$ cat config.mk
export PLATFORM = sky130hd
export DESIGN_NAME = p3ke_front_flat
export DESIGN_NICKNAME = d
export VERILOG_FILES = /design/src/rtl/core/p3ke_pkg.sv /design/src/rtl/core/p3ke_if.sv /design/src/rtl/core/p3ke_ram.sv /design/src/rtl/core/p3ke_front.sv /design/src/flat_wrapper.sv
export SDC_FILE = /design/constraint.sdc
export NUM_CORES = 1
export LEC_CHECK = 0
export BUFFER_PORTS_ARGS = -buffer_cell sky130_fd_sc_hd__clkbuf_2
export CAP_MARGIN = 0
export CORE_MARGIN = 2
export CORE_UTILIZATION = 40
export DETAILED_ROUTE_END_ITERATION = 6
export PLACE_DENSITY = 0.57
export SYNTH_ARGS = -nofsm -noshare
export SYNTH_HDL_FRONTEND = slang
export SYNTH_SLANG_ARGS = --single-unit
$ cat constraint.sdc
create_clock -name clk -period 8.85 [get_ports clk]
set_input_delay 0.4425 -clock clk [delete_from_list [all_inputs] [get_ports clk]]
set_output_delay 0.4425 -clock clk [all_outputs]
set_load 0.01 [all_outputs]
$ cat src/rtl/core/p3ke_pkg.sv
// p3ke_pkg: shared types, widths and constants for the degree-3 polynomial embedding.
// No dependencies.
package p3ke_pkg;

  localparam int MAX_DIM     = 16;
  localparam int IDX_W       = $clog2(MAX_DIM);
  localparam int CNT_W       = $clog2(MAX_DIM + 1);
  localparam int DIM_W       = 5;
  localparam int ELEM_W      = 16;
  localparam int COORD_W     = 32;
  localparam int POS_W       = 10;
  localparam int STATUS_W    = 2;
  localparam int CFG_IDX_W   = 1;
  localparam int CFG_DATA_W  = 5;
  localparam int FIFO_DEPTH  = 4;
  localparam int FIFO_AW     = $clog2(FIFO_DEPTH);
  localparam int FIFO_CW     = $clog2(FIFO_DEPTH + 1);
  localparam int WGT_W       = 18;
  localparam int PROD_W      = 48;

  localparam logic [CFG_IDX_W-1:0] REG_DIMENSION  = 1'd0;
  localparam logic [CFG_IDX_W-1:0] REG_ACCUMULATE = 1'd1;

  // Q.16 weights: 1, sqrt3, sqrt6
  localparam logic [WGT_W-1:0] W_ONE   = 18'd65536;
  localparam logic [WGT_W-1:0] W_SQRT3 = 18'd113512;
  localparam logic [WGT_W-1:0] W_SQRT6 = 18'd160530;

  typedef enum logic [1:0] {
    GRP_CUBE   = 2'd0,
    GRP_PAIR   = 2'd1,
    GRP_TRIPLE = 2'd2
  } p3ke_group_t;

  typedef enum logic [STATUS_W-1:0] {
    ST_OK         = 2'd0,
    ST_NOT_LOADED = 2'd1,
    ST_SATURATED  = 2'd2
  } p3ke_status_t;

  typedef struct packed {
    p3ke_group_t               grp;
    logic                      err;
    logic                      acc;
    logic                      last;
    logic [POS_W-1:0]          pos;
    logic signed [COORD_W-1:0] prior;
  } p3ke_meta_t;

  typedef struct packed {
    logic signed [ELEM_W-1:0] a;
    logic signed [ELEM_W-1:0] b;
    logic signed [ELEM_W-1:0] c;
    p3ke_meta_t               meta;
  } p3ke_job_t;

endpackage

$ cat src/rtl/core/p3ke_if.sv
// p3ke_if: valid/ready channel interfaces for input beats and result beats.
// Depends on p3ke_pkg.
interface p3ke_in_if import p3ke_pkg::*; ();
  logic                      valid;
  logic                      ready;
  logic                      operation;
  logic signed [ELEM_W-1:0]  element_value;
  logic signed [COORD_W-1:0] prior_value;

  modport source (output valid, output operation, output element_value,
                  output prior_value, input ready);
  modport sink   (input valid, input operation, input element_value,
                  input prior_value, output ready);
endinterface


$ cat src/rtl/core/p3ke_ram.sv
// p3ke_ram: generic single-write, single-read RAM with registered read data.
// No dependencies.
module p3ke_ram #(
  parameter int WIDTH = 16,
  parameter int DEPTH = 16
) (
  input  logic                     clk,
  input  logic                     we,
  input  logic [$clog2(DEPTH)-1:0] waddr,
  input  logic [WIDTH-1:0]         wdata,
  input  logic                     re,
  input  logic [$clog2(DEPTH)-1:0] raddr,
  output logic [WIDTH-1:0]         rdata
);

  logic [WIDTH-1:0] mem_r [DEPTH];

  always_ff @(posedge clk) begin
    if (we) begin
      mem_r[waddr] <= wdata;
    end
    if (re) begin
      rdata <= mem_r[raddr];
    end
  end

endmodule

$ cat src/rtl/core/p3ke_front.sv
// p3ke_front: config registers, vector loading, coordinate sequencing and operand fetch.
// Depends on p3ke_pkg, p3ke_if, p3ke_ram.
module p3ke_front import p3ke_pkg::*; (
  input  logic                  clk,
  input  logic                  rst_n,
  p3ke_in_if.sink               in_chan,
  input  logic                  cfg_we,
  input  logic [CFG_IDX_W-1:0]  cfg_index,
  input  logic [CFG_DATA_W-1:0] cfg_data,
  input  logic [FIFO_CW-1:0]    fifo_count,
  output logic                  push,
  output p3ke_job_t             push_job
);

  localparam int CW = CNT_W + 1;

  logic [DIM_W-1:0] dim_r;
  logic             acc_r;
  logic [CNT_W-1:0] loaded_r, loaded_nxt;
  logic [POS_W-1:0] pos_r, pos_nxt;
  logic [IDX_W-1:0] fi_r, fi_nxt, si_r, si_nxt, ti_r, ti_nxt;
  p3ke_group_t      grp_r, grp_nxt;
  logic             pend_v_r;
  p3ke_meta_t       pend_meta_r, pend_meta_nxt;

  logic [CW-1:0]    dim_eff;
  logic             full;
  logic             fire, load_fire, emit_fire, load_we, done;
  logic [ELEM_W-1:0] rd_a, rd_b, rd_c;

  always_comb begin
    if (dim_r == '0) begin
      dim_eff = CW'(1);
    end else if (int'(dim_r) > MAX_DIM) begin
      dim_eff = CW'(MAX_DIM);
    end else begin
      dim_eff = CW'(dim_r);
    end
  end

  assign full          = CW'(loaded_r) >= dim_eff;
  assign in_chan.ready = (int'(fifo_count) + int'(pend_v_r)) < FIFO_DEPTH;
  assign fire          = in_chan.valid && in_chan.ready;
  assign load_fire     = fire && !in_chan.operation;
  assign emit_fire     = fire && in_chan.operation;
  assign load_we       = load_fire && !full;

  // index sequencer
  always_comb begin
    logic [CW-1:0] f, s, t;
    f        = CW'(fi_r);
    s        = CW'(si_r);
    t        = CW'(ti_r);
    done     = 1'b0;
    grp_nxt  = grp_r;
    case (grp_r)
      GRP_CUBE: begin
        f = f + 1'b1;
        if (f >= dim_eff) begin
          if (dim_eff < CW'(2)) begin
            done = 1'b1;
          end else begin
            grp_nxt = GRP_PAIR;
            f = '0;
            s = CW'(1);
          end
        end
      end
      GRP_PAIR: begin
        s = s + 1'b1;
        if (s == f) begin
          s = s + 1'b1;
        end
        if (s >= dim_eff) begin
          f = f + 1'b1;
          s = '0;
          if (f >= dim_eff) begin
            if (dim_eff < CW'(3)) begin
              done = 1'b1;
            end else begin
              grp_nxt = GRP_TRIPLE;
              f = '0;
              s = CW'(1);
              t = CW'(2);
            end
          end
        end
      end
      GRP_TRIPLE: begin
        t = t + 1'b1;
        if (t >= dim_eff) begin
          s = s + 1'b1;
          t = s + 1'b1;
          if (t >= dim_eff) begin
            f = f + 1'b1;
            s = f + 1'b1;
            t = f + CW'(2);
            done = t >= dim_eff;
          end
        end
      end
      default: begin
        done = 1'b1;
      end
    endcase
    fi_nxt = f[IDX_W-1:0];
    si_nxt = s[IDX_W-1:0];
    ti_nxt = t[IDX_W-1:0];
  end

  always_comb begin
    pend_meta_nxt.grp   = grp_r;
    pend_meta_nxt.err   = !full;
    pend_meta_nxt.acc   = acc_r;
    pend_meta_nxt.last  = full && done;
    pend_meta_nxt.pos   = pos_r;
    pend_meta_nxt.prior = in_chan.prior_value;
    loaded_nxt          = loaded_r + CNT_W'(load_we);
    pos_nxt             = pos_r + 1'b1;
  end

  always_ff @(posedge clk) begin
    if (!rst_n) begin
      dim_r    <= DIM_W'(16);
      acc_r    <= 1'b0;
      loaded_r <= '0;
      pos_r    <= '0;
      fi_r     <= '0;
      si_r     <= '0;
      ti_r     <= '0;
      grp_r    <= GRP_CUBE;
      pend_v_r <= 1'b0;
    end else begin
      pend_v_r <= emit_fire;
      if (cfg_we && cfg_index == REG_ACCUMULATE) begin
        acc_r <= cfg_data[0];
      end
      if (cfg_we && cfg_index == REG_DIMENSION) begin
        dim_r    <= cfg_data[DIM_W-1:0];
        loaded_r <= '0;
        pos_r    <= '0;
        fi_r     <= '0;
        si_r     <= '0;
        ti_r     <= '0;
        grp_r    <= GRP_CUBE;
      end else if (load_fire) begin
        loaded_r <= loaded_nxt;
      end else if (emit_fire && full) begin
        if (done) begin
          loaded_r <= '0;
          pos_r    <= '0;
          fi_r     <= '0;
          si_r     <= '0;
          ti_r     <= '0;
          grp_r    <= GRP_CUBE;
        end else begin
          pos_r <= pos_nxt;
          fi_r  <= fi_nxt;
          si_r  <= si_nxt;
          ti_r  <= ti_nxt;
          grp_r <= grp_nxt;
        end
      end
    end
  end

  always_ff @(posedge clk) begin
    if (emit_fire) begin
      pend_meta_r <= pend_meta_nxt;
    end
  end

  // one copy per operand so all three read in the same cycle
  p3ke_ram #(.WIDTH(ELEM_W), .DEPTH(MAX_DIM)) u_ram_a (
    .clk, .we(load_we), .waddr(loaded_r[IDX_W-1:0]), .wdata(in_chan.element_value),
    .re(emit_fire), .raddr(fi_r), .rdata(rd_a)
  );
  p3ke_ram #(.WIDTH(ELEM_W), .DEPTH(MAX_DIM)) u_ram_b (
    .clk, .we(load_we), .waddr(loaded_r[IDX_W-1:0]), .wdata(in_chan.element_value),
    .re(emit_fire), .raddr(si_r), .rdata(rd_b)
  );
  p3ke_ram #(.WIDTH(ELEM_W), .DEPTH(MAX_DIM)) u_ram_c (
    .clk, .we(load_we), .waddr(loaded_r[IDX_W-1:0]), .wdata(in_chan.element_value),
    .re(emit_fire), .raddr(ti_r), .rdata(rd_c)
  );

  assign push          = pend_v_r;
  assign push_job.a    = rd_a;
  assign push_job.b    = rd_b;
  assign push_job.c    = rd_c;
  assign push_job.meta = pend_meta_r;

endmodule

$ cat src/flat_wrapper.sv
// flat-port wrapper written by rule: the top's interface ports become plain ports
module p3ke_front_flat import p3ke_pkg::*;
  (clk, rst_n, cfg_we, cfg_index, cfg_data, fifo_count, push, push_job, in_chan_valid, in_chan_operation, in_chan_element_value, in_chan_prior_value, in_chan_ready);
  p3ke_in_if in_chan_i ();
  input  logic clk;
  input  logic rst_n;
  input  logic cfg_we;
  input  logic [CFG_IDX_W-1:0] cfg_index;
  input  logic [CFG_DATA_W-1:0] cfg_data;
  input  logic [FIFO_CW-1:0] fifo_count;
  output logic push;
  output p3ke_job_t push_job;
  input wire logic [$bits(in_chan_i.valid)-1:0] in_chan_valid;
  input wire logic [$bits(in_chan_i.operation)-1:0] in_chan_operation;
  input wire logic [$bits(in_chan_i.element_value)-1:0] in_chan_element_value;
  input wire logic [$bits(in_chan_i.prior_value)-1:0] in_chan_prior_value;
  output wire logic [$bits(in_chan_i.ready)-1:0] in_chan_ready;
  assign in_chan_i.valid = in_chan_valid;
  assign in_chan_i.operation = in_chan_operation;
  assign in_chan_i.element_value = in_chan_element_value;
  assign in_chan_i.prior_value = in_chan_prior_value;
  assign in_chan_ready = in_chan_i.ready;
  p3ke_front u_core (.clk(clk), .rst_n(rst_n), .in_chan(in_chan_i), .cfg_we(cfg_we), .cfg_index(cfg_index), .cfg_data(cfg_data), .fifo_count(fifo_count), .push(push), .push_job(push_job));
endmodule
==> Word level (Yosys, flattened, before mapping) <==
Memory sizes are Yosys's and may differ from the RTL's. A register that Yosys moved wholly into a read port is not among the register bits.
Cells that the tools add are included.
{ "word_totals": {"ff_bits": 83, "elab_cells": 124, "mem_count": 3, "out_inout_bits": 97, "ramBits": 768, "input_bits": 62} }
{ "mem_list": {"columns": ["memory", "depth", "width", "rd", "rd_clocked_by_memory_dff", "wr", "line_no", "text"], "rows": [
  ["u_core.u_ram_a.mem_r", 16, 16, 1, 1, 1, "p3ke_ram.sv:16", "logic [WIDTH-1:0] mem_r [DEPTH];"],
  ["u_core.u_ram_b.mem_r", 16, 16, 1, 1, 1, "p3ke_ram.sv:16", null],
  ["u_core.u_ram_c.mem_r", 16, 16, 1, 1, 1, "p3ke_ram.sv:16", null]
]} }
{ "classes": {"n_lt_le_gt_ge": 10, "add_sub_neg": 9, "n_reduce_logical": 24, "n_eq_ne": 10, "bitwise_logic": 3, "muxes": 50} }
{ "ops": {"columns": ["operator", "n"], "rows": [
  ["$mux 4", 21],
  ["$lt 32x4->1 const B", 1],
  ["$mux 5", 5],
  ["$pmux 4 s3", 2],
  ["$ge 6x5->1", 3],
  ["$reduce_and 6->1", 3],
  ["$add 4x1->5 const B", 3],
  ["$ge 5x5->1", 3],
  ["$ne 3x1->1 const B", 5],
  ["$mux 2", 6],
  ["$mux 6", 2],
  ["$add 10x1->10 const B", 1],
  ["$lt 5x2->1 const B", 2],
  ["$mux 1", 10],
  ["$mux 10", 1],
  ["$logic_and 1x1->1", 8],
  ["$pmux 4 s2", 1],
  ["$reduce_and 8->1", 1],
  ["$add 5x1->6 const B", 1],
  ["$add 5x2->6 const B", 1],
  ["$ne 3x2->1 const B", 2],
  ["$reduce_bool 3->1", 2],
  ["$add 5x1->5", 1],
  ["$eq 5x4->1", 1],
  ["15 further kinds", 20]
]} }

==> Depth between registers and ports, before layout <==
Gate-level depths: netlist of the first run.
{ "depth": {"ltp_word": 11, "depth_mapped": 21, "ltp_nobuf": 17} }

==> By module <==
From an unflattened synthesis of the first run, not the netlist that was laid out.
{ "unflattened": {"cells_unflattened": 1731, "hier_area_um2": 35238.8} }
{ "by_module_without_submodules": {"columns": ["module", "area_per_inst_um2", "seq_area_each_um2", "cells_per_inst", "instances"], "rows": [
  ["p3ke_ram", 10202.3, 8167.8, 432, 3],
  ["p3ke_front", 4631.9, 2132.0, 435, 1]
]} }

==> Worst setup path after synthesis of the first run <==
No wires, ideal clock.
{ "synth_timing": {"kind": "flip-flop to flip-flop", "startpoint": "register u_core.si_r[0]", "endpoint": "register u_core.grp_r[0]", "t_arrival_ps": 4315, "required_ps": 8780, "setup_ps": 70, "setup_slack_ps": 4465, "path_stages_with_launch": 20, "synth_period_minus_slack_ps": 4385, "path_buffers": 3, "path_cell_list": "dfxtp_1 clkbuf_1 clkbuf_1 inv_1 ha_1 xor2_1 nand3_1 or2_2 nor2_1 nor2_1 a21oi_1 mux2i_1 ha_1 a2111o_1 nor3b_2 o22a_2 buf_6 nor2_2 or4b_1 a21oi_1"} }
{ "synth_via": {"elab_chain_len": 9, "word_cells_on_any_way": 19, "classes_between": "2 x add/sub; 2 x order compare; 6 x eq/ne; 7 x mux; 2 x reduce/logical"} }
{ "synth_rtl": {"columns": ["element", "line_no", "text"], "rows": [
  ["start, declared", "p3ke_front.sv:21", "logic [IDX_W-1:0] fi_r, fi_nxt, si_r, si_nxt, ti_r, ti_nxt;"],
  ["start signal, assigned", "p3ke_front.sv:159", "si_r <= si_nxt;"],
  ["$add 4x1->5 (*)", "p3ke_front.sv:70, p3ke_front.sv:92", null],
  ["$add 5x1->6 or $eq 5x4->1 (tied branches)", "p3ke_front.sv:72, p3ke_front.sv:71", null],
  ["$mux 6", "p3ke_front.sv:71", "if (s == f) begin"],
  ["$mux 6", "p3ke_front.sv:56", "case (grp_r)"],
  ["$ge 6x5->1", "p3ke_front.sv:74", "if (s >= dim_eff) begin"],
  ["$mux 1", "p3ke_front.sv:74", null],
  ["$pmux 1 s3", "p3ke_front.sv:56", null],
  ["$ne 3x1->1 (no source line), or another cell as far along", null, null],
  ["$reduce_and 8->1 (no source line)", null, null],
  ["end signal, assigned", "p3ke_front.sv:161", "grp_r <= grp_nxt;"],
  ["end, declared", "p3ke_front.sv:22", "p3ke_group_t grp_r, grp_nxt;"]
]} }
Mark *: on every way between the ends. The rest lies on a longest branch, timed or not. The select of a mux whose other input is x is not followed.
A chain may end at the register's enable or synchronous reset.

==> Worst setup path in the final report of the first run <==
{ "layout_timing": {"startpoint": "register u_core.si_r[1]", "endpoint": "register u_core.grp_r[0]"} }
Same word-level chain as after synthesis.

==> key figures, run 1 <==
STA
  – Final setup TNS: 0 ps
  – Final worst-path cycle share: 0.606
  – Max Fclk: 187 MHz
  – Worst slew pin tran: 1070 ps
  – Fin. max-slew vios: 0
  – Clk_skew: 13.3 ps
  – Hold Vio Cnt, Final: 0
  – Final setup viols: 0
  – Fin crit period: 5360 ps
  – Max-slew headroom: 0.286
  – RSZ-0062 raised after global routing: no

Floorplan
  – Initial core utilization: 0.406
  – IO Count: 159
  – Core Area: 47800 um2
  – Std cell rows: 80
  – Die height: 224 um
  – Chip width: 224 um
  – Die area: 50400 um2

Yosys
  – Largest family of logic cells by synthesized area: multiplexers
  – Synth cell types: 57
  – Compound-Gate Fraction of Synth Area: 0.0348
  – Syn_nets: 1164
  – Adder-cell share of the synthesized area: 0.0270
  – Yosys reg bits: 387
  – Number of flops mapped to enable cells by yosys: 351
  – Post-Synthesis Cells: 1060
  – XOR/XNOR Fraction of Synth Area: 0.0138
  – Yosys warnings: 0
  – Mux cell area share after synthesis: 0.283
  – FFs w/ async S/R, synth: 0
  – Area of the mapped netlist: 19400 um2
  – Sequential fraction of the synthesis area: 0.579
  – Synth Area in Simple Gates: 0.0436
  – Synth Area per Inst: 18.3 um2
  – Top FF cell, synth: edfxtp_1

Pwr
  – VDD IR max: 0.114 mV
  – Switch share: 0.206
  – Static Leak: 7.15 nW
  – Comb pwr share: 0.028
  – Power Dens Cells: 178 nW/um2
  – Switching pwr: 0.820 mW
  – Sequential power share: 0.506
  – Overall power: 3.98 mW
  – Clock power frac: 0.466
  – Internal: 3.16 mW

Clocking
  – Hold buffers post-CTS: 0
  – Post_cts resized: 0
  – TritonCTS Buffers: 44
  – H-tree depth: 2
  – CTS tree: built
  – Root Driver: clkbuf_16
  – Latest clock arrival within the worst-skew pair: 580 ps
  – Reg clk slew, reported paths: 60 ps
  – Sink Count: 387
  – Clock Path Buffers: 3
  – Post-CTS Setup Bufs: 0

Cells and area
  – Share of layout cells above drive strength 1: 0.419
  – Final core utilization: 0.469
  – Commonest non-fill, non-tap cell in the layout: edfxtp_1
  – Register area: 11300 um2
  – Fillcell total: 4108
  – Area of the multi-input gates: 7930 um2
  – Total Nets Final: 1313
  – Layout area overhead: 15.4%
  – Most frequent cells in the layout: edfxtp_1, mux4_2, clkbuf_2, clkbuf_16, nand2_1

Placement
  – Post-DP HPWL: 29600 um
  – Gpl congestion: 0.876
  – PortBufs: 158

Setup path
  – Worst Setup SP: u_core.si_r[1]
  – Kind of critical path: reg2reg
  – R2r startpoint: u_core.si_r[1]
  – FF-to-FF setup slack: 3490 ps
  – WP data required: 9340 ps
  – Crit. End Element: flip-flop
  – Data arrival, critical path: 5850 ps
  – Worst-path maximum fanout: 60
  – Startpoint types: flip-flop
  – FF-to-FF path depth: 16

Route
  – Drc violations: 0
  – Antenna-violating nets left: 0
  – 1st-iter DRT viols: 987
  – Vias: 11200
  – Vias per cell: 6.00
  – DR pass1 iterations: 5
  – DR WL/cell: 27.2 um
  – Total Routed Length: 50500 um

Min path
  – Worst Hold Path Cells: 1
  – Min-delay worst type: in2reg
  – Critical hold path startpoint: in_chan_prior_value[11]

Global route
  – Largest net degree at the start of global routing: 64
  – Number of global-route vias before repair: 11400
  – Global route total overflow: 0
  – GR Util All Layers: 0.204
  – First-pass GRT wire length: 74500 um
  – Initial antenna violation count: 3

Run
  – Max_cap viols: 0

Status
  – Outcome: finished, final reports clean
==> path summary, 6_finish.rpt <==
path,to
max,u_core.grp_r[0]
min,u_core.push_job[11]
max reg2reg,u_core.grp_r[0]
min reg2reg,u_core.push_job[43]
==> flip-flops by register name, indices dropped and copies added, names as in the netlist <==
| name | count |
|---|---|
| u_core.loaded_r | 5 |
| u_core.fi_r | 4 |
| u_core.push | 1 |
| u_core.acc_r | 1 |
| u_core.ti_r | 4 |
| u_core.u_ram_b.mem_r | 240 |
| u_core.dim_r | 5 |
| u_core.u_ram_c.rdata | 16 |
| u_core.u_ram_c.mem_r | 16 |
| u_core.u_ram_b.rdata | 16 |
| u_core.u_ram_a.rdata | 16 |
| u_core.push_job | 47 |
| u_core.pos_r | 10 |
| u_core.grp_r | 2 |
| u_core.si_r | 4 |
==> metrics by stage <==
step                      setup slack (ps)  area, um2  hold slack, ps  instances
after global routing                  3040      22400            13.5       1859
after floorplan                       4460      19400             408       1060
final                                 3490      22400            45.3       1859
after detailed placement              3480      21000             422       1778
after CTS                             3470      22400            10.8       1858
after global placement                3480      21000             420       1778
==> worst max-delay path, cell delays in order, from the launching register on <==
cell	delay, ps
dfxtp_2	460
buf_4	820
ha_1	530
xnor3_1	200
nand3_1	100
or2_2	320
nor2_1	290
nor2_1	70
a21oi_1	130
mux2i_1	90
ha_1	220
a2111o_1	390
nor3b_2	180
o22a_2	280
nor2_2	550
or4b_1	490
a21oi_1	140
==> Yosys cell counts, types with 2 or more instances <==
master     instances  area share
edfxtp_1         351        0.54
and3_1             6      0.0019
a31oi_1            8      0.0026
a32o_1             3      0.0015
and2_1             3     0.00097
a31o_2             2     0.00090
nor4_1             6      0.0019
mux2i_1           10      0.0051
a21o_1             5      0.0019
clkbuf_1          41      0.0079
buf_1             15      0.0029
xor2_1            16      0.0072
nand4_1            9      0.0029
nand2b_1          14      0.0045
nand3_1           20      0.0051
a21boi_0           5      0.0019
inv_1             17      0.0033
nor3b_1            2     0.00077
o21ai_0           15      0.0039
dfxtp_1           36       0.037
o2111ai_1          2     0.00090
o211ai_1          10      0.0039
or2_2              4      0.0013
nand2_1           45      0.0087
a311oi_1           4      0.0018
xnor2_1           12      0.0054
or3_1              2     0.00064
nor3_1            11      0.0028
o22ai_1            4      0.0013
a211o_1            3      0.0014
mux4_2           240        0.28
o21ai_1            3     0.00077
o21a_1             6      0.0023
a221oi_1           2     0.00090
nor4b_1            2     0.00090
nor2b_1            3     0.00097
a21oi_1           16      0.0041
ha_1              42       0.027
nor2_1            33      0.0064
buf_2             14      0.0036
a32oi_1            2     0.00090
==> power by group through the flow <==
| stage | clock network [mW] | logic, mW | registers (mW) |
|---|---|---|---|
| after floorplan | 0 | 0.0513 | 2.06 |
| after global placement | 0 | 0.113 | 2.05 |
| after detailed placement | 0 | 0.115 | 2.05 |
| after CTS | 1.90 | 0.115 | 2.01 |
| after global routing | 1.97 | 0.125 | 2.01 |
| final | 1.86 | 0.113 | 2.01 |
==> cell families after synthesis <==
logic type	after synthesis
buffers and inverters	88
AOI/OAI and AO/OA	96
muxes	250
and+or+nand+nor	168
adders and majority gates	42
DFF	387
xor gates and xnor gates	29
==> final cells by class <==
class,count,area share
flip-flops and latches,387,0.503
multi-input cells,585,0.354
clock buffers,56,0.0539
repair buffers,174,0.0406
well taps,615,0.0343
clock inverters,24,0.0118
inverters,17,0.00296
diodes,1,0.000112
==> per-layer routing <==
| layer | vias up | global-route usage | routed length [um] |
|---|---|---|---|
| met4 | 2 | 0.0669 | 1630 |
| met3 | 107 | 0.0408 | 3210 |
| met1 | 5819 | 0.267 | 20400 |
| li1 | 4820 | - | - |
| met5 | - | 0 | 16 |
| met2 | 406 | 0.344 | 25200 |
Power figures use the tool's default switching activity.
==> run 2, diff against run 1 <==
==> constraint.sdc (replaced) <==
create_clock -name clk -period 4.94 [get_ports clk]
set_input_delay 0.247 -clock clk [delete_from_list [all_inputs] [get_ports clk]]
set_output_delay 0.247 -clock clk [all_outputs]
set_load 0.01 [all_outputs]
==> run 2 against run 1 <==
Effect of this change: clock power increased by 77%; largest power group unchanged; final area rose by 2.5%; hold slack gained 50 ps; die area is the same; critical path depth down 6; clock skew rose by 7.5 ps; combinational power is 110% higher.
==> key figures, run 2 (synthesized netlist as in run 1, its figures left out) <==
Status
  – Outcome: finished, final reports clean

STA
  – Hold Vio Cnt, Final: 0 (unchanged)
  – Final worst-path cycle share: 0.861 (+0.256)
  – Fin crit period: 4250 ps (-1100 ps)
  – Final setup viols: 0 (unchanged)
  – Final setup TNS: 0 ps (unchanged)
  – Worst slew pin tran: 1140 ps (+65.8 ps)
  – RSZ-0062 raised after global routing: no
  – Fin. max-slew vios: 0 (unchanged)
  – Max-slew headroom: 0.243 (-0.0438)
  – Clk_skew: 20.8 ps (+7.53 ps)
  – Max Fclk: 235 MHz (+26%)

Pwr
  – Internal: 5.63 mW (+78%)
  – Sequential power share: 0.506 (about the same)
  – VDD IR max: 0.236 mV (+110%)
  – Switching pwr: 1.50 mW (+83%)
  – Static Leak: 7.47 nW (+4.5%)
  – Switch share: 0.211 (+0.00494)
  – Overall power: 7.13 mW (+79%)
  – Power Dens Cells: 310 nW/um2 (+75%)
  – Comb pwr share: 0.034 (+0.006)
  – Clock power frac: 0.461 (-0.005)

Setup path
  – Startpoint types: flip-flop
  – Cell family with most CP delay: simple AND/OR/NAND/NOR gates
  – WP data required: 5200 ps (-4140 ps)
  – Highest cell delay on the worst timing path: 710 ps (-110 ps)
  – Crit. End Element: flip-flop
  – Critical path buffer and inverter count: 1 (unchanged)
  – CP Cell Sequence: nor4_1 -> a21o_1 -> ha_1 -> nand2b_1 -> a211oi_1 -> o21a_1 -> and2_1 -> nand3_1 -> nor2_2 -> buf_4
  – Kind of critical path: reg2reg
  – Worst-path maximum fanout: 9 (-85%)
  – Crit path max-delay cell type: nor2_2
  – Data arrival, critical path: 4510 ps (-1340 ps)

Cells and area
  – Total Nets Final: 1384 (+5.4%)
  – Layout area overhead: 18.3%
  – Most frequent cells in the layout: edfxtp_1, mux4_2, clkbuf_2, dlygate4sd3_1
  – Share of layout cells above drive strength 1: 0.413 (-0.00653)
  – Inserted Diodes: 0 (-1)
  – Commonest non-fill, non-tap cell in the layout: edfxtp_1
  – Top reg by flops: u_core.u_ram_b.mem_r
  – Design Area, Final: 23000 um2 (+2.5%)
  – Max reg flops: 240 (unchanged)

Floorplan
  – Core Area: 47800 um2 (unchanged)
  – Die height: 224 um (unchanged)
  – IO Count: 159 (unchanged)
  – Initial core utilization: 0.406 (unchanged)
  – Die area: 50400 um2 (unchanged)
  – Chip width: 224 um (unchanged)
  – Std cell rows: 80 (unchanged)

Clocking
  – Hold buffers post-CTS: 46 (+46)
  – Post_cts resized: 0 (unchanged)
  – Clock Path Buffers: 3 (unchanged)
  – Sink Count: 387 (unchanged)
  – Root Driver: clkbuf_16
  – Latest clock arrival within the worst-skew pair: 570 ps (about the same)
  – H-tree depth: 2 (unchanged)
  – Post-CTS Setup Bufs: 0 (unchanged)
  – CTS tree: built
  – TritonCTS Buffers: 44 (unchanged)
  – Reg clk slew, reported paths: 60 ps (about the same)

Global route
  – GR Util All Layers: 0.206 (+0.00195)
  – Number of global-route vias before repair: 11800 (+3.6%)
  – Initial antenna violation count: 2 (-1)
  – First-pass GRT wire length: 76100 um (+2.1%)
  – Largest net degree at the start of global routing: 65 (+1.6%)
  – Global route total overflow: 0 (unchanged)

Route
  – Total Routed Length: 51200 um (+1.4%)
  – Vias: 11500 (+3.4%)
  – Antenna-violating nets left: 0 (unchanged)
  – Vias per cell: 5.97 (-0.46%)
  – Drc violations: 0 (unchanged)
  – DR pass1 iterations: 5 (unchanged)
  – DR WL/cell: 26.5 um (-2.4%)
  – 1st-iter DRT viols: 1049 (+6.3%)

Placement
  – Post-DP HPWL: 32000 um (+8.1%)
  – Placed Area: 21100 um2 (+0.60%)
  – PortBufs: 158 (unchanged)
  – Gpl congestion: 0.826 (-5.8%)

Run
  – Max_cap viols: 0 (unchanged)

Min path
  – Min-delay worst type: in2reg
[run 2: layer usage]
layer	wire length [um]	track usage	vias up
met3	2960	0.0374	93
met4	1480	0.0688	4
met2	25600	0.345	396
met1	21100	0.274	6065
li1	-	-	4975
met5	29	0	-
[run 2: cell type report]
class | count | area (um2)
multi-input combinational | 585 | 7870
timing repair buffer | 245 | 1560
clock buffer | 49 | 1140
clock inverter | 33 | 304
sequential | 387 | 11300
fill | 4005 | 24900
tap | 615 | 769
inverter | 17 | 66.3
[run 2: power groups by stage]
stage	logic, mW	clock network (mW)	registers, mW
CTS	0.243	3.38	3.61
global placement	0.211	0	3.67
floorplan	0.0919	0	3.69
detailed placement	0.213	0	3.68
global route	0.263	3.49	3.61
finish	0.239	3.29	3.61
[run 2: per-stage QoR]
| stage | hold WS (ps) | util | cells | setup slack [ps] |
|---|---|---|---|---|
| 2_1_floorplan | 336 | - | 1060 | 555 |
| 3_3_place_gp | 426 | 0.441 | 1803 | 815 |
| 3_5_place_dp | 426 | 0.441 | 1803 | 734 |
| 4_1_cts | 71.0 | 0.481 | 1931 | 711 |
| 5_1_grt | 113 | 0.481 | 1931 | 411 |
| 6_report | 95.0 | 0.481 | 1931 | 686 |
[run 2: worst paths after layout]
| check | from | endpoint | slack, ps | cells past startpoint |
|---|---|---|---|---|
| hold / removal | in_chan_element_value[1] | u_core.u_ram_b.mem_r[0][1] | 100 | 1 |
| setup / recovery | u_core.dim_r[4] | u_core.u_ram_b.mem_r[9][11] | 690 | 10 |
| setup reg to reg | u_core.dim_r[4] | u_core.u_ram_b.mem_r[9][11] | 690 | 10 |
| hold reg to reg | u_core.acc_r | u_core.push_job[43] | 440 | 0 |
==> run 3, diff against run 2 <==
--- a/config.mk
+++ b/config.mk
@@ -5,10 +5,12 @@
 export SDC_FILE = /design/constraint.sdc
 export NUM_CORES = 1
 export LEC_CHECK = 0
+export ABC_AREA = 1
 export BUFFER_PORTS_ARGS = -buffer_cell sky130_fd_sc_hd__clkbuf_2
 export CAP_MARGIN = 0
 export CORE_MARGIN = 2
 export CORE_UTILIZATION = 40
+export CTS_CLUSTER_SIZE = 25
 export DETAILED_ROUTE_END_ITERATION = 6
 export PLACE_DENSITY = 0.57
 export SYNTH_ARGS = -nofsm -noshare
==> run 3 against run 2 <==
Effect of this change: synthesized cell count grew 110%; critical path type unchanged; power grew 1.8%; maximum frequency up 9.6%; clock skew is 7.9 ps lower; largest cell class unchanged; critical path depth up 3; global-route usage rose by 5.2 points; synthesized area increased by 5.8%; final area grew 3.7%; clock-buffer cell count up 5; sequential power about the same; final cell count is 59% higher.
==> key figures, run 3 <==
Status
  – Outcome: finished, final reports clean

Yosys
  – Largest area contributor in the netlist: edfxtp_1
  – Post-Synthesis Cells: 2211 (+110%)
  – Share of the synthesized area in the top cell type: 0.513 (-0.0295)
  – FFs w/ async S/R, synth: 0 (unchanged)
  – Yosys reg bits: 387 (unchanged)
  – Synth top cells by count: o21ai_0, edfxtp_1, nor2_1
  – Largest cells by area after synthesis: edfxtp_1, o21ai_0, nor2_1
  – Synth cell types: 51 (-11%)
  – Sequential fraction of the synthesis area: 0.548 (-0.0315)
  – Yosys warnings: 0 (unchanged)
  – Number of flops mapped to enable cells by yosys: 351 (unchanged)
  – Top FF cell, synth: edfxtp_1
  – Area of the mapped netlist: 20600 um2 (+5.8%)
  – Synth Area per Inst: 9.30 um2 (-49%)
  – Syn_nets: 2315 (+99%)
  – Top-count cell post-synth: o21ai_0

Pwr
  – Static Leak: 8.82 nW (+18%)
  – Power Dens Cells: 305 nW/um2 (-1.8%)
  – Clock power frac: 0.454 (-0.007)
  – Sequential power share: 0.498 (-0.008)
  – Switching pwr: 1.63 mW (+8.4%)
  – Internal: 5.63 mW (about the same)
  – Switch share: 0.224 (+0.0135)
  – Comb pwr share: 0.049 (+0.015)
  – VDD IR max: 0.240 mV (+1.7%)
  – Overall power: 7.26 mW (+1.8%)

Global route
  – Number of global-route vias before repair: 17500 (+48%)
  – Initial antenna violation count: 2 (unchanged)
  – Global route total overflow: 0 (unchanged)
  – GR Util All Layers: 0.258 (+0.0520)
  – Largest net degree at the start of global routing: 199 (+210%)
  – First-pass GRT wire length: 105000 um (+38%)

Route
  – Vias per cell: 5.98 (about the same)
  – DR pass1 iterations: 6 (+1)
  – Vias: 18300 (+59%)
  – DR WL/cell: 22.9 um (-13%)
  – 1st-iter DRT viols: 2306 (+120%)
  – Antenna-violating nets left: 0 (unchanged)
  – Drc violations: 0 (unchanged)
  – Total Routed Length: 70200 um (+37%)

Clocking
  – H-tree depth: 2 (unchanged)
  – Root Driver: clkbuf_16
  – Post_cts resized: 0 (unchanged)
  – Latest clock arrival within the worst-skew pair: 590 ps (+20 ps)
  – Post-CTS Setup Bufs: 0 (unchanged)
  – Clock Path Buffers: 3 (unchanged)
  – CTS tree: built
  – Reg clk slew, reported paths: 60 ps (about the same)
  – Hold buffers post-CTS: 45 (-2.2%)
  – Sink Count: 387 (unchanged)
  – TritonCTS Buffers: 43 (-2.3%)

Setup path
  – Worst Setup SP: u_core.dim_r[1]
  – Kind of critical path: reg2reg
  – R2r startpoint: u_core.dim_r[1]
  – Crit. End Element: flip-flop
  – WP data required: 5220 ps (+20 ps)
  – Startpoint types: flip-flop
  – Data arrival, critical path: 4160 ps (-350 ps)
  – Worst-path maximum fanout: 9 (unchanged)

STA
  – Hold Vio Cnt, Final: 0 (unchanged)
  – Clk_skew: 12.9 ps (-7.87 ps)
  – Fin crit period: 3880 ps (-373 ps)
  – Final setup viols: 0 (unchanged)
  – Max-slew headroom: 0.197 (-0.0452)
  – Final worst-path cycle share: 0.786 (-0.0755)
  – RSZ-0062 raised after global routing: no
  – Final setup TNS: 0 ps (unchanged)
  – Worst slew pin tran: 1200 ps (+67.8 ps)
  – Fin Hold WS: 111 ps (+15.9 ps)
  – Fin. max-slew vios: 0 (unchanged)
  – Max Fclk: 258 MHz (+9.6%)

Cells and area
  – Final core utilization: 0.467 (-0.0139)
  – Max reg flops: 240 (unchanged)
  – Inserted Diodes: 0 (unchanged)
  – Layout area overhead: 16.0%
  – Share of layout cells above drive strength 1: 0.147 (-0.266)
  – Top reg by flops: u_core.u_ram_b.mem_r
  – Total Nets Final: 2450 (+77%)
  – Commonest non-fill, non-tap cell in the layout: o21ai_0
  – Most frequent cells in the layout: o21ai_0, edfxtp_1, nor2_1, a21oi_1, clkbuf_2

Floorplan
  – IO Count: 159 (unchanged)
  – Initial core utilization: 0.402 (-0.00394)
  – Die area: 53200 um2 (+5.7%)
  – Std cell rows: 83 (+3.8%)
  – Core Area: 51100 um2 (+6.8%)
  – Chip width: 231 um (+2.8%)
  – Die height: 231 um (+2.8%)

Min path
  – Min-delay worst type: in2reg
  – Critical hold path startpoint: in_chan_element_value[14]

Placement
  – PortBufs: 158 (unchanged)
  – Gpl congestion: 0.863 (+4.5%)
  – Post-DP HPWL: 41300 um (+29%)

Run
  – Max_cap viols: 0 (unchanged)
## run 3: power by group through the flow
stage	logic, mW	registers (mW)	clock network, mW
2_1_floorplan	0.157	3.70	0
3_3_place_gp	0.319	3.68	0
3_5_place_dp	0.322	3.68	0
4_1_cts	0.351	3.61	3.35
5_1_grt	0.390	3.62	3.47
6_report	0.352	3.61	3.30
## run 3: cells by family (layout without fill, tap and decap cells)
group	after synthesis	count (layout)	share of synthesized area
compound gates	894	894	0.242
xor+xnor	16	16	0.00773
fa+ha+maj	42	42	0.0256
buf+inv	312	482	0.0602
flops	387	387	0.548
simple gates	560	560	0.116
## run 3: per-stage QoR
| stage | setup WS, ps | cells | cell area [um2] |
|---|---|---|---|
| global placement | 1220 | 2936 | 22000 |
| floorplan | 994 | 2211 | 20600 |
| CTS | 1110 | 3061 | 23800 |
| detailed placement | 1130 | 2936 | 22000 |
| finish | 1060 | 3061 | 23800 |
| global route | 691 | 3061 | 23800 |
## run 3: critical path: stages, from the launching register on
cell     delay [ps]
dfxtp_1         340
or2_1           270
nor3_1          240
nor2_1           70
nor2_1          400
ha_1            330
nand2_1          70
inv_1            40
nand4_1          60
nand4_1         190
nor2_1          430
nand3_1         310
nor2_2          510
buf_4           320
## run 3: area by class of cell
class,instances,area [um2]
inverters,154,591
clock inverters,26,253
fillers,4816,27300
clock buffers,54,1180
flip-flops and latches,387,11300
well taps,680,851
multi-input cells,1512,8100
repair buffers,248,1590
## run 3: layer usage
metal | vias up | wire [um] | track usage
met5 | - | 8 | 0
met4 | 2 | 2910 | 0.107
met3 | 205 | 7290 | 0.0503
met2 | 1173 | 31600 | 0.413
met1 | 8631 | 28400 | 0.344
li1 | 8289 | - | -
## run 3: final timing paths
path / endpoint / slack, ps / cells after the start
max reg2reg: u_core.u_ram_b.mem_r[15][12] / 1060 / 13
max: u_core.u_ram_b.mem_r[15][12] / 1060 / 13
min: u_core.u_ram_b.mem_r[5][14] / 110 / 1
min reg2reg: u_core.push_job[39] / 430 / 0
